$ cat src/hdl/srcc_pkg.sv
// ============================================================================
// srcc_pkg
// Shared types, frame kind codes and the CRC-8 update for the sensor
// response CRC checker.
// ============================================================================
`default_nettype none

package srcc_pkg;

    // CRC-8 generator polynomial (x^8 + x^5 + x^4 + 1) and its top bit.
    localparam logic [7:0] CRC8_GEN  = 8'h31;
    localparam logic [7:0] CRC_MSB   = 8'h80;
    localparam logic [7:0] CRC8_SEED = 8'h00;

    // Frame kinds, as carried on the mode field of the first byte.
    typedef enum logic [2:0] {
        KIND_MEASURE       = 3'd0,
        KIND_MEASURE_NOCRC = 3'd1,
        KIND_ID_FIRST      = 3'd2,
        KIND_ID_LAST       = 3'd3,
        KIND_REGISTER      = 3'd4
    } t_kind;

    // One finished frame.
    typedef struct packed {
        logic [31:0] value_word;
        logic        crc_error;
    } t_result;

    // Byte-wide CRC-8 update, MSB first, unrolled over the eight bits.
    function automatic logic [7:0] crc8_update(input logic [7:0] crc,
                                               input logic [7:0] data);
        logic [7:0] c;
        c = crc ^ data;
        for (int k = 0; k < 8; k++) begin
            if ((c & CRC_MSB) != 8'h00) begin
                c = {c[6:0], 1'b0} ^ CRC8_GEN;
            end else begin
                c = {c[6:0], 1'b0};
            end
        end
        return c;
    endfunction

endpackage

`default_nettype wire

$ cat src/hdl/sensor_response_crc_checker_top.sv
// ============================================================================
// sensor_response_crc_checker_top
// Checks sensor read response frames byte by byte against a running CRC-8
// and emits the assembled value with a mismatch flag at each frame end.
// ============================================================================
//
//   Channel  Direction  Handshake               Payload
//   -------  ---------  ----------------------  ------------------------------
//   in       sink       i_in_valid / o_in_stall   i_rx_byte, i_mode
//   out      source     o_out_valid / i_out_stall o_value_word, o_crc_error
//   cfg      sink       i_cfg_valid / o_cfg_ready i_cfg_data (crc_enable)
//
// One byte is accepted per cycle while the input is not stalled. A byte
// goes to the input register, is decoded against the frame state from
// there, and the frame result is then registered in the output register.
// Reset is synchronous and clears both registers' valid flags and the
// frame state; crc_enable resets to 1. A stall on the output holds the
// result and backs up into the input stall in the same cycle.
//
`default_nettype none

module sensor_response_crc_checker_top (
    input  wire logic        i_clk,
    input  wire logic        i_rst_n,
    input  wire logic        i_in_valid,
    output logic             o_in_stall,
    input  wire logic [7:0]  i_rx_byte,
    input  wire logic [2:0]  i_mode,
    output logic             o_out_valid,
    input  wire logic        i_out_stall,
    output logic [31:0]      o_value_word,
    output logic             o_crc_error,
    input  wire logic        i_cfg_valid,
    output logic             o_cfg_ready,
    input  wire logic        i_cfg_data
);
    import srcc_pkg::*;

    logic       r_crc_enable;
    logic       r_in_valid;
    logic [7:0] r_in_byte;
    logic [2:0] r_in_mode;
    logic       r_out_valid;
    t_result    r_out;

    logic       advance;
    logic       step;
    logic       res_valid;
    t_result    res;

    // Configuration register, always ready.
    assign o_cfg_ready = 1'b1;

    always_ff @(posedge i_clk) begin
        if (!i_rst_n) begin
            r_crc_enable <= 1'b1;
        end else if (i_cfg_valid && o_cfg_ready) begin
            r_crc_enable <= i_cfg_data;
        end
    end

    // The pipeline moves whenever the output register is free or drains.
    assign advance    = !r_out_valid || !i_out_stall;
    assign step       = r_in_valid && advance;
    assign o_in_stall = r_in_valid && !advance;

    // Input register.
    always_ff @(posedge i_clk) begin
        if (!i_rst_n) begin
            r_in_valid <= 1'b0;
        end else if (!o_in_stall) begin
            r_in_valid <= i_in_valid;
        end
    end

    always_ff @(posedge i_clk) begin
        if (!o_in_stall && i_in_valid) begin
            r_in_byte <= i_rx_byte;
            r_in_mode <= i_mode;
        end
    end

    // Frame decode and CRC state.
    srcc_frame u_frame (
        .i_clk        (i_clk),
        .i_rst_n      (i_rst_n),
        .i_step       (step),
        .i_rx_byte    (r_in_byte),
        .i_mode       (r_in_mode),
        .i_crc_enable (r_crc_enable),
        .o_res_valid  (res_valid),
        .o_res        (res)
    );

    // Output register.
    always_ff @(posedge i_clk) begin
        if (!i_rst_n) begin
            r_out_valid <= 1'b0;
        end else if (advance) begin
            r_out_valid <= res_valid;
        end
    end

    always_ff @(posedge i_clk) begin
        if (advance && res_valid) begin
            r_out <= res;
        end
    end

    assign o_out_valid  = r_out_valid;
    assign o_value_word = r_out.value_word;
    assign o_crc_error  = r_out.crc_error;

    // A held input beat keeps its byte while the output is blocked.
    a_in_hold: assert property (@(posedge i_clk) disable iff (!i_rst_n)
        (r_in_valid && !advance) |=> (r_in_valid && $stable(r_in_byte)
                                      && $stable(r_in_mode)))
        else $error("input register lost a stalled beat");

    // A frame result only comes from a byte that is moving forward.
    a_res_from_step: assert property (@(posedge i_clk) disable iff (!i_rst_n)
        res_valid |-> step)
        else $error("frame result without a decoded byte");

    // A taken result with nothing behind it leaves the output empty.
    a_out_drain: assert property (@(posedge i_clk) disable iff (!i_rst_n)
        (r_out_valid && !i_out_stall && !res_valid) |=> !r_out_valid)
        else $error("output beat repeated");

endmodule

`default_nettype wire

$ cat src/hdl/srcc_frame.sv
// ============================================================================
// srcc_frame
// Frame tracker: byte position, running CRC, value assembly and mismatch
// flag. Decodes one byte per cycle when stepped; flags each frame's last byte.
// ============================================================================
`default_nettype none

module srcc_frame (
    input  wire logic             i_clk,
    input  wire logic             i_rst_n,
    input  wire logic             i_step,
    input  wire logic [7:0]       i_rx_byte,
    input  wire logic [2:0]       i_mode,
    input  wire logic             i_crc_enable,
    output logic                  o_res_valid,
    output srcc_pkg::t_result     o_res
);
    import srcc_pkg::*;

    logic [2:0]  r_pos;
    t_kind       r_kind;
    logic [7:0]  r_crc;
    logic [31:0] r_word;
    logic        r_mis;

    logic        first;
    logic        drop;
    t_kind       kind;
    logic        is_check;
    logic        last;
    logic [7:0]  n_crc;
    logic [31:0] n_word;
    logic        n_mis;

    // Frame kind is sampled on the first byte; unknown codes drop the byte.
    always_comb begin
        first = (r_pos == 3'd0);
        kind  = first ? t_kind'(i_mode) : r_kind;
        drop  = first && (i_mode > KIND_REGISTER);
    end

    // Byte role within the frame.
    always_comb begin
        is_check = 1'b0;
        last     = 1'b0;
        case (kind)
            KIND_MEASURE: begin
                if (r_pos == 3'd2) begin
                    is_check = 1'b1;
                    last     = 1'b1;
                end else if (r_pos == 3'd1 && !i_crc_enable) begin
                    last = 1'b1;
                end
            end
            KIND_MEASURE_NOCRC: begin
                last = (r_pos == 3'd1);
            end
            KIND_ID_FIRST: begin
                is_check = r_pos[0];
                last     = (r_pos == 3'd7);
            end
            KIND_ID_LAST: begin
                is_check = (r_pos == 3'd2) || (r_pos == 3'd5);
                last     = (r_pos == 3'd5);
            end
            default: begin
                last = 1'b1;
            end
        endcase
    end

    // Data bytes feed the CRC and the word; check bytes are compared.
    always_comb begin
        n_crc  = is_check ? r_crc : crc8_update(r_crc, i_rx_byte);
        n_word = is_check ? r_word : {r_word[23:0], i_rx_byte};
        n_mis  = r_mis | (is_check && i_crc_enable && (i_rx_byte != r_crc));
    end

    // Result on the last byte of a frame.
    always_comb begin
        o_res_valid      = i_step && !drop && last;
        o_res.value_word = n_word;
        o_res.crc_error  = n_mis;
    end

    // Frame state update.
    always_ff @(posedge i_clk) begin
        if (!i_rst_n) begin
            r_pos  <= 3'd0;
            r_kind <= KIND_MEASURE;
            r_crc  <= CRC8_SEED;
            r_word <= 32'd0;
            r_mis  <= 1'b0;
        end else if (i_step && !drop) begin
            r_kind <= kind;
            if (last) begin
                r_pos  <= 3'd0;
                r_crc  <= CRC8_SEED;
                r_word <= 32'd0;
                r_mis  <= 1'b0;
            end else begin
                r_pos  <= r_pos + 3'd1;
                r_crc  <= n_crc;
                r_word <= n_word;
                r_mis  <= n_mis;
            end
        end
    end

endmodule

`default_nettype wire

$ cat config.mk
export PLATFORM = sky130hd
export DESIGN_NAME = sensor_response_crc_checker_top
export DESIGN_NICKNAME = d
export VERILOG_FILES = /design/src/hdl/srcc_pkg.sv /design/src/hdl/sensor_response_crc_checker_top.sv /design/src/hdl/srcc_frame.sv
export SDC_FILE = /design/constraint.sdc
export NUM_CORES = 1
export LEC_CHECK = 0
export BUFFER_PORTS_ARGS = -buffer_cell sky130_fd_sc_hd__buf_2
export CAP_MARGIN = 20
export CORE_AREA = 2 2 112 87
export CTS_CLUSTER_DIAMETER = 120
export DETAILED_ROUTE_END_ITERATION = 8
export DIE_AREA = 0 0 114 89
export PLACE_DENSITY = 0.74
export SLEW_MARGIN = 0
export SYNTH_ARGS = -nofsm -noshare
export SYNTH_HDL_FRONTEND = slang
export SYNTH_SLANG_ARGS = --single-unit
$ cat constraint.sdc
create_clock -name i_clk -period 3.8 [get_ports i_clk]
set_clock_uncertainty 0.15 [all_clocks]
set_input_delay 0.38 -clock i_clk [delete_from_list [all_inputs] [get_ports i_clk]]
set_output_delay 0.38 -clock i_clk [all_outputs]
set_load 0.02 [all_outputs]
======== Word level (Yosys, flattened, before mapping) ========
Cells that the tools add are included.
word-level totals
  bits in registers ....................... 94
  input bits .............................. 17
  word-level logic and storage cells ...... 74
  output and inout bits ................... 36
cells by class
  order comparisons ....................... 1
  reductions and logical operators ........ 21
  equal/unequal tests ..................... 9
  muxes and demuxes ....................... 20
  bitwise gates (word level) .............. 10
  add/sub/neg operators ................... 1
operators by type and width
  kind                                                              count
  32-bit two-way mux                                                2
  6-bit two-way mux                                                 8
  3-bit NOT                                                         8
  8-bit two-way mux                                                 2
  1-bit logical AND                                                 10
  3-bit by 2-bit == test with 1-bit output (second input constant)  3
  8-bit inequality test                                             1
  8-bit bitwise XOR                                                 1
  3-bit by 1-bit == test with 1-bit output (second input constant)  2
  3-bit == test (second input constant)                             2
  1-bit zero test                                                   6
  3-bit zero test                                                   2
  3-bit two-way mux                                                 2
  1-bit two-way mux                                                 4
  1-bit one-hot mux with 4 select lines                             1
  3-bit by 1-bit adder with 3-bit output (second input constant)    1
  3-bit greater-than comparator (second input constant)             1
  1-bit one-hot mux with 3 select lines                             1
  1-bit logical OR                                                  2
  2-bit inequality test (second input constant)                     1
  2-bit AND reduction                                               1
  1-bit bitwise OR                                                  1

======== Logic depth before layout (Yosys ltp) ========
Gate-level depths: netlist (run 1).
  depth after elaboration ................. 19
  mapped depth ............................ 12
  depth with buffers taken out ............ 8

======== Hierarchy ========
From an unflattened synthesis (run 1), not the netlist that was laid out.
unflattened totals
  cell total of the unflattened synthesis .. 286
  area, all modules ....................... 3951.3 um^2
by module, submodules not included
  module                           cells each  area an instance (um^2)  seq. area each (um^2)  instances
  srcc_frame                       228         2493.6                   940.9                  1
  sensor_response_crc_checker_top  58          1457.6                   1381.3                 1

======== Worst setup path before layout (run 1) ========
Ideal clock, no wire load.
  path type ............................... register to register
  start point ............................. register u_frame.r_pos[0]
  end point ............................... register r_out, in the netlist o_crc_error (enable)
  slack ................................... 0.202 ns
  library setup time ...................... 0.426 ns
  data required time ...................... 3.224 ns
  period minus slack after synthesis ...... 3.598 ns
  arrival time ............................ 3.022 ns
  path buffers ............................ 1
  cell stages (with the launch flop) ...... 9
  cell sequence ........................... dfxtp_1 -> inv_1 -> ha_1 -> nand2b_1 -> buf_4 -> mux2i_1 -> a211oi_2 -> or2_2 -> nor2_1
on the way
  word-level cells in the longest chain between the ends .. 7
  elaborated cells between the ends (all ways) .. 19
  classes of those cells .................. eq/ne (7); mux (4); reduce/logical (8)
RTL lines
  what                                      line                                    RTL
  from (decl)                               srcc_frame.sv:20                        logic [2:0] r_pos;
  from (signal assigned)                    srcc_frame.sv:102                       r_pos <= r_pos + 3'd1;
  3-bit by 1-bit == test with 1-bit output  srcc_frame.sv:51, srcc_frame.sv:56
  1-bit logical AND                         srcc_frame.sv:51                        end else if (r_pos == 3'd1 && !i_crc_enable) begin
  1-bit two-way mux                         srcc_frame.sv:51
  1-bit two-way mux                         srcc_frame.sv:48                        if (r_pos == 3'd2) begin
  1-bit one-hot mux with 4 select lines     srcc_frame.sv:46                        case (kind)
  1-bit logical AND *                       srcc_frame.sv:81                        o_res_valid = i_step && !drop && last;
  1-bit logical AND *                       sensor_response_crc_checker_top.sv:105  if (advance && res_valid) begin
  to (signal assigned)                      sensor_response_crc_checker_top.sv:106  r_out <= res;
  to (decl)                                 sensor_response_crc_checker_top.sv:44   t_result r_out;
Mark *: on every way between the ends. The rest lies on a longest branch, timed or not.
A chain may end at the register's enable or synchronous reset.

======== Worst setup path in the final report (run 1) ========
  start point ............................. register u_frame.r_pos[0]
  end point ............................... register u_frame.r_crc[5]
on the way
  word-level cells in the longest chain between the ends .. 7
  elaborated cells between the ends (all ways) .. 23
  classes of those cells .................. eq/ne (8); mux (7); reduce/logical (8)
RTL lines
  what                                      line                                RTL
  3-bit by 1-bit == test with 1-bit output  srcc_frame.sv:51, srcc_frame.sv:56
  1-bit logical AND                         srcc_frame.sv:51
  1-bit two-way mux                         srcc_frame.sv:51
  1-bit two-way mux                         srcc_frame.sv:48
  1-bit one-hot mux with 4 select lines     srcc_frame.sv:46
  2-bit inequality test (no line)           n/a
  2-bit AND reduction (no line)             n/a
  to (signal assigned)                      srcc_frame.sv:103                   r_crc <= n_crc;
  to (decl)                                 srcc_frame.sv:22                    logic [7:0] r_crc;
Parallel ways exist; a longest one is shown, timed or not.

==> summary.txt, run 1 <==
Outcome
  • Outcome: complete, no violations

Die
  • Die X: between 100 and 150 µm
  • Initial Util: ~43%
  • Die Ht: about 89 µm
  • Rows: 30
  • Ports: 53
  • Die area: around 10000 µm²
  • Core Region: between 8000 and 9000 µm²

Power
  • Sequential power share: 50.6%
  • Sw Share: 25.5%
  • Combinational share of power: about 9%
  • Power Total: roughly 2.2 mW
  • Leak: 1.79 nW
  • Clk pwr share: between 40% and 50%
  • Cell Pwr Density: between 400 and 500 nW/µm²
  • VDD IR max: about 200 µV
  • P_int: 1.64 mW
  • Reported net switching power: approximately 560 µW

CTS
  • Cts hold-fix bufs: 0
  • Setup Fix Bufs, Post-CTS: 0
  • Clk slew on worst S/H paths: ~0.070 ns
  • H-tree Lvls: 3
  • Worst-Skew Late Latency: about 0.34 ns
  • Sink Count: 94
  • Total CTS buffers: 9
  • CTS tree: yes
  • CTS root buf: clkbuf_16
  • Post-CTS Resized: 0
  • Worst-case clock buffer depth: 2

Layout
  • Final instance area: approximately 4500 µm²
  • Non-filler instance count after layout: around 450
  • Layout cells sized above 1: ~33%
  • FILL cells: approximately 760
  • Nets: between 300 and 400
  • Area Growth Syn to Fin: 16.4%
  • Commonest cells after routing, fill and taps aside: buf_2, dfxtp_1, edfxtp_1
  • Fin util: 50.6%
  • Most common cell after layout, fill and taps aside: buf_2
  • Ant. Diodes: 0

Worst setup path
  • Worst EP required: between 3 and 4 ns
  • Worst r2r src: u_frame.r_pos[0]$_SDFFE_PN0P_
  • CP Class: reg2reg
  • Setup crit start kind: flip-flop
  • Top Family by Delay on Critical Path: simple AND/OR/NAND/NOR gates
  • FF-to-FF End: u_frame.r_crc[5]$_SDFFE_PN0P_
  • Biggest cell delay along the critical path: about 0.73 ns
  • CP Cell Sequence: inv_1 > ha_1 > nand2b_1 > a31oi_1 > o221a_1 > and2_2 > nor3_4 > buf_4 > a22o_1
  • Crit path buf inv count: 2
  • Crit Path Max Fanout: 39
  • Cells on worst reg2reg path: 9
  • Flop2flop setup slack: between 0.6 and 0.7 ns
  • Worst Path Arrival: between 3 and 4 ns
  • Worst setup EP type: flip-flop
  • Slowest CP cell: and2_2

Yosys
  • Syn_area_per_cell: roughly 14 µm²
  • #FFs+latches synth: 94
  • EDFF count, synth: 44
  • Synth cell types: slightly below 50
  • Synth Flop Type: dfxtp_1
  • Synthesized net count: approximately 310
  • Warning count from the yosys run: 0
  • Syn Inst Count: ~290
  • Register area share after synthesis: about three fifths
  • Post-synth ARST share: 0%
  • Syn Std Cell Area: slightly below 4000 µm²

Timing
  • Hold_ws: roughly 0.061 ns
  • Final hold viol count: 0
  • RSZ-0062 raised after global routing: no
  • Slew headroom: 38.2%
  • Worst setup margin: 0.618 ns
  • Setup TNS: 0 ns
  • Tcrit/Tclk final: ~84%
  • Worst-Margin Slew: 0.925 ns
  • Final Max Tran Viols: 0
  • Final setup violation count: 0
  • Fin crit period: about 3.2 ns
  • FMAX: 314 MHz

Worst hold path
  • Hold depth: 1
  • Hold Crit Endpoint: r_in_mode[1]$_DFFE_PP_
  • Worst hold path class: in2reg
  • HP Start: i_mode[1]

Drt
  • Final wirelength: slightly above 7000 µm
  • Post-route ant nets: 0
  • DRC Markers: 0
  • Pre-antenna DRT Iters: 4
  • Vias: 2412
  • Drt wl/cell: about 16 µm
  • Drt first-iter violations: 257
  • Via density: 5.35

Place
  • Port bufs: about 50
  • Gp weighted congestion: roughly 0.76
  • Dpl ws: 0.699 ns
  • Area after DPL: between 4000 and 5000 µm²
  • Placed cell count: between 400 and 500
  • DP HPWL: between 4000 and 5000 µm

Global routing
  • Global-route wire length before repair: around 12000 µm
  • Largest net degree at the start of global routing: 40
  • Total GRT Usage: 15.1%
  • Antenna violations before repair: 0
  • Total gr overflow: 0
  • Vias in the first global route: 2286

Flow run
  • Maximum capacitance violations: 0
synth_stat cells, types with 2 or more instances:
| library cell | count | area share (%) |
|---|---|---|
| mux2_2 | 33 | 9.6 |
| a21oi_1 | 6 | 0.77 |
| a31oi_1 | 3 | 0.48 |
| mux2i_1 | 5 | 1.3 |
| inv_1 | 7 | 0.68 |
| o211ai_1 | 4 | 0.77 |
| buf_6 | 4 | 1.2 |
| nand2_1 | 5 | 0.48 |
| nor2b_1 | 3 | 0.48 |
| and3_1 | 2 | 0.32 |
| nor2_1 | 10 | 0.97 |
| a22o_1 | 39 | 8.8 |
| xnor2_1 | 12 | 2.7 |
| xor2_1 | 9 | 2.0 |
| dfxtp_1 | 50 | 26 |
| buf_4 | 4 | 0.77 |
| buf_2 | 7 | 0.90 |
| edfxtp_1 | 44 | 34 |
| nand3_1 | 4 | 0.52 |
| ha_1 | 5 | 1.6 |
sequential cells by signal, summed over array words and instances (netlist names):
signal / cells
u_frame.r_word: 32
r_in_byte: 8
r_in_valid: 1
o_crc_error: 1
o_value_word: 32
r_crc_enable: 1
u_frame.r_mis: 1
o_out_valid: 1
u_frame.r_kind: 3
u_frame.r_pos: 3
u_frame.r_crc: 8
r_in_mode: 3
kinds of logic after synthesis:
logic type / count (synthesis) / share of synthesized area [%]
adder cells (fa/ha/maj): 6 / 1.90
buffers and inverters: 24 / 3.71
flip-flops: 94 / 59.8
multiplexers: 39 / 11.2
other: 1 / 0.0966
AND/OR/NAND/NOR: 35 / 4.90
XOR/XNOR: 21 / 4.74
AO/OA/AOI/OAI: 65 / 13.7
cell type report:
class | instances | area, µm² | area share [%]
clock buffer | 9 | 225 | 4.98
timing repair buffer | 54 | 278 | 6.15
sequential | 94 | 2320 | 51.4
clock inverter | 7 | 80.1 | 1.77
multi-input combinational | 167 | 1440 | 31.9
tap | 112 | 140 | 3.10
inverter | 8 | 30.0 | 0.665
power by group through the flow:
stage,Clock [mW],Sequential (mW),Combinational [mW]
6_report,0.890,1.11,0.197
5_1_grt,0.949,1.12,0.216
4_1_cts,0.906,1.11,0.198
3_5_place_dp,0,1.14,0.197
3_3_place_gp,0,1.13,0.192
2_1_floorplan,0,1.14,0.142
worst max-delay path by stage:
stage | slack, ns | to | cells past startpoint | from
2_1_floorplan | 0.20 | o_crc_error$_DFFE_PP_ | 8 | u_frame.r_pos[0]$_SDFFE_PN0P_
3_3_place_gp | 0.81 | o_value_word[30]$_DFFE_PP_ | 7 | u_frame.r_pos[0]$_SDFFE_PN0P_
3_5_place_dp | 0.70 | u_frame.r_word[10]$_SDFFE_PN0P_ | 9 | u_frame.r_pos[0]$_SDFFE_PN0P_
4_1_cts | 0.63 | u_frame.r_crc[5]$_SDFFE_PN0P_ | 9 | u_frame.r_pos[0]$_SDFFE_PN0P_
5_1_grt | 0.36 | u_frame.r_crc[5]$_SDFFE_PN0P_ | 9 | u_frame.r_pos[0]$_SDFFE_PN0P_
6_report | 0.62 | u_frame.r_crc[5]$_SDFFE_PN0P_ | 9 | u_frame.r_pos[0]$_SDFFE_PN0P_
metal layers:
metal / track usage [%] / share of wire, % / wire length (µm) / vias up
met5: 0 / 0 / 0 / -
met2: 22.1 / 43 / 3030 / 76
met1: 21.2 / 50 / 3570 / 1153
li1: - / - / - / 1175
met3: 4.68 / 6.1 / 432 / 8
met4: 5.32 / 1.1 / 80 / 0
Power figures use the tool's default switching activity.
==> run 2, diff against run 1 <==
ABC_AREA = 1   (was not set)
CORE_AREA = 2 2 118 92   (was 2 2 112 87)
DIE_AREA = 0 0 120 94   (was 0 0 114 89)
PLACE_DENSITY = 0.71   (was 0.74)
clock period = 3.35 ns   (was 3.8 ns; I/O delays follow)
==> run 2 against run 1 <==
Effect of this change: synthesized cell count rose by 79%; cell area rose by 11%; clock power rose by 12%; register-to-register slack got worse by 0.13 ns; total power rose by 15%; non-clock buffer count rose by 1; sequential share of layout area fell by 4.9 points; worst setup slack got worse by 0.13 ns; core utilization fell by 0.86 points; largest cell class unchanged.
==> summary.txt, run 2 <==
Outcome
  • Outcome: complete, no violations (unchanged)

Global routing
  • Global-route wire length before repair: 14200 µm (was 11800 µm)
  • Total gr overflow: 0 (unchanged)
  • Antenna violations before repair: 0 (unchanged)
  • Vias in the first global route: 3011 (was 2286)
  • Largest net degree at the start of global routing: 49 (was 40)
  • Total GRT Usage: 16.0% (was 15.1%)

Timing
  • Fin crit period: 2.87 ns (was 3.18 ns)
  • Final hold viol count: 0 (unchanged)
  • Setup TNS: 0 ns (unchanged)
  • Hold_ws: 0.0188 ns (was 0.0610 ns)
  • Worst-Margin Slew: 0.817 ns (was 0.925 ns)
  • Final Max Tran Viols: 0 (unchanged)
  • Tcrit/Tclk final: 85.5% (was 83.7%)
  • RSZ-0062 raised after global routing: no (unchanged)
  • Slew headroom: 45.5% (was 38.2%)
  • FMAX: 349 MHz (was 314 MHz)
  • Final setup violation count: 0 (unchanged)

Drt
  • Via density: 4.83 (was 5.35)
  • DRC Markers: 0 (unchanged)
  • Drt first-iter violations: 314 (was 257)
  • Drt wl/cell: 12.4 µm (was 15.8 µm)
  • Pre-antenna DRT Iters: 4 (unchanged)
  • Final wirelength: 8650 µm (was 7110 µm)
  • Vias: 3365 (was 2412)
  • Post-route ant nets: 0 (unchanged)

CTS
  • Worst-case clock buffer depth: 2 (unchanged)
  • Cts hold-fix bufs: 0 (unchanged)
  • Setup Fix Bufs, Post-CTS: 0 (unchanged)
  • Sink Count: 94 (unchanged)
  • Total CTS buffers: 9 (unchanged)
  • Post-CTS Resized: 0 (unchanged)
  • H-tree Lvls: 3 (unchanged)
  • CTS tree: yes (unchanged)
  • Worst-Skew Late Latency: 0.34 ns (about the same)
  • CTS root buf: clkbuf_16 (unchanged)
  • Clk slew on worst S/H paths: 0.06 ns (was 0.07 ns)

Place
  • Port bufs: 51 (unchanged)
  • Gp weighted congestion: 0.828 (was 0.762)
  • DP HPWL: 6040 µm (was 4620 µm)

Worst hold path
  • Worst hold path class: in2reg (unchanged)

Die
  • Initial Util: 43.3% (was 43.5%)
  • Die X: 120 µm (was 114 µm)
  • Die area: 11300 µm² (was 10100 µm²)
  • Die Ht: 94 µm (was 89 µm)
  • Rows: 32 (was 30)
  • Core Region: 10000 µm² (was 8930 µm²)
  • Ports: 53 (unchanged)

Worst setup path
  • Crit Path Max Fanout: 38 (was 39)
  • Worst Path Arrival: 2.97 ns (was 3.26 ns)
  • Biggest cell delay along the critical path: 0.43 ns (was 0.73 ns)
  • Flop2flop setup slack: 0.48 ns (was 0.62 ns)
  • CP Cell Sequence: inv_1 > ha_1 > inv_1 > nor2_1 > nand3_1 > and3_1 > inv_2 > nor2_4 > buf_4 > nand2_1 > a21oi_1 (was inv_1 > ha_1 > nand2b_1 > a31oi_1 > o221a_1 > and2_2 > nor3_4 > buf_4 > a22o_1)
  • CP Class: reg2reg (unchanged)
  • Cells on worst reg2reg path: 11 (was 9)
  • Slowest CP cell: dfxtp_1 (was and2_2)
  • Worst r2r src: u_frame.r_pos[0]$_SDFFE_PN0P_ (unchanged)
  • Worst Setup SP: u_frame.r_pos[0]$_SDFFE_PN0P_ (unchanged)
  • Setup crit start kind: flip-flop (unchanged)
  • FF-to-FF End: u_frame.r_word[9]$_SDFFE_PN0P_ (was u_frame.r_crc[5]$_SDFFE_PN0P_)
  • Critical Path End: u_frame.r_word[9]$_SDFFE_PN0P_ (was u_frame.r_crc[5]$_SDFFE_PN0P_)
  • Most used cell, CP: inv_1
  • Worst EP required: 3.46 ns (was 3.88 ns)
  • Worst setup EP type: flip-flop (unchanged)

Yosys
  • Syn Std Cell Area: 4350 µm² (was 3880 µm²)
  • XOR/XNOR Fraction of Synth Area: 2.01% (was 4.74%)
  • Cell taking the most area after synthesis: edfxtp_1 (unchanged)
  • Post-synth top area share: 30.4% (was 34.0%)
  • Adder-cell share of the synthesized area: 1.44% (was 1.90%)
  • Post-synth ARST share: 0% (unchanged)
  • Most common library cells after synthesis: nand2_1, inv_1, dfxtp_1, a21oi_1, edfxtp_1 (was dfxtp_1, edfxtp_1, a22o_1, mux2_2, xnor2_1)
  • #FFs+latches synth: 94 (unchanged)
  • Synthesized net count: 531 (was 307)
  • Largest family of logic cells by synthesized area: simple AND/OR/NAND/NOR gates (was compound AO/OA/AOI/OAI gates)
  • Synth Flop Type: dfxtp_1 (unchanged)
  • Syn Inst Count: 509 (was 285)
  • Register area share after synthesis: 53.4% (was 59.8%)
  • Proportion of synthesized area in mux cells: 0% (was 11.2%)
  • Synth area leaders: edfxtp_1, dfxtp_1, nand2_1 (was edfxtp_1, dfxtp_1, mux2_2)
  • Syn_area_per_cell: 8.54 µm² (was 13.6 µm²)
  • Post-synthesis compound-gate area fraction: 12.7% (was 13.7%)
  • Post-Synth Simple-Gate Area: 22.1% (was 4.90%)
  • Synth cell types: 28 (was 49)
  • Most frequent cell after synthesis: nand2_1 (was dfxtp_1)
  • EDFF count, synth: 44 (unchanged)
  • Warning count from the yosys run: 0 (unchanged)

Layout
  • Layout cells sized above 1: 20.5% (was 33.3%)
  • Most common cell after layout, fill and taps aside: nand2_1 (was buf_2)
  • Commonest cells after routing, fill and taps aside: nand2_1, inv_1, buf_2 (was buf_2, dfxtp_1, edfxtp_1)
  • Nets: 577 (was 356)
  • Area Growth Syn to Fin: 14.9% (was 16.4%)
  • Ant. Diodes: 0 (unchanged)

Power
  • VDD IR max: 377 µV (was 202 µV)
  • Leak: 2.04 nW (was 1.79 nW)
  • Cell Pwr Density: 504 nW/µm² (was 487 nW/µm²)

Flow run
  • Maximum capacitance violations: 0 (unchanged)
## run 2: cell count changes after synthesis, sizes merged, moves of 6 or more
cell | before | now
a21oi | 7 | 48
a22o | 39 | 0
inv | 8 | 63
mux2 | 34 | 0
nand2 | 5 | 184
nand3 | 4 | 26
o21ai | 2 | 39
xnor2 | 12 | 6
## run 2: worst min path at each step
stage	start	end	slack, ns	depth (start not counted)
2_1_floorplan	i_rx_byte[0]	r_in_byte[0]$_DFFE_PP_	0.28	0
6_report	i_mode[1]	r_in_mode[1]$_DFFE_PP_	0.02	1
3_3_place_gp	u_frame.r_word[28]$_SDFFE_PN0P_	u_frame.r_word[28]$_SDFFE_PN0P_	0.30	2
3_5_place_dp	u_frame.r_word[31]$_SDFFE_PN0P_	u_frame.r_word[31]$_SDFFE_PN0P_	0.31	2
4_1_cts	i_rx_byte[1]	r_in_byte[1]$_DFFE_PP_	0.0002	1
5_1_grt	i_rx_byte[2]	r_in_byte[2]$_DFFE_PP_	0.001	1
## run 2: cell families after synthesis
group	count (synthesis)
xor+xnor	10
simple gates	228
fa+ha+maj	5
buf+inv	83
other cells	1
flops	94
compound gates	88
## run 2: through the flow
step	instance area (µm²)	cells	total power [mW]	setup slack, ns	utilization, %
final	5000	696	2.52	0.485	49.7
after global routing	5000	696	2.63	0.250	49.7
after CTS	5000	696	2.55	0.481	49.7
after detailed placement	4700	680	1.54	0.522	46.8
after global placement	4700	680	1.53	0.590	46.8
after floorplan	4350	509	1.48	0.567	-
## run 2: final cells by class
cell class                      instances  area, µm²
Fill cell                             931       5050
Sequential cell                        94       2320
Multi-Input combinational cell        332       1660
Timing Repair Buffer                   55        310
Inverter                               63        236
Clock buffer                           11        233
Tap cell                              136        170
Clock inverter                          5       60.1
## run 2: per-layer routing
| metal | track usage, % | routed length [µm] | up-vias |
|---|---|---|---|
| met4 | 6.37 | 122 | 0 |
| met3 | 3.70 | 453 | 12 |
| met1 | 22.0 | 4240 | 1543 |
| li1 | - | - | 1730 |
| met5 | 0 | 0 | - |
| met2 | 24.6 | 3840 | 80 |
## run 2: report_power, final
| part | switching (mW) | internal (mW) | total [mW] |
|---|---|---|---|
| clock network | 0.421 | 0.583 | 1.00 |
| logic | 0.174 | 0.0838 | 0.258 |
| registers | 0.0227 | 1.23 | 1.26 |
## run 2: critical path, delay by kind of cell, from the launching register on
family,cells,cell delay (ns)
AO/OA/AOI/OAI,1,0.16
adder cells (fa/ha/maj),1,0.29
buffers and inverters,4,0.91
flip-flops,1,0.43
AND/OR/NAND/NOR,5,0.81
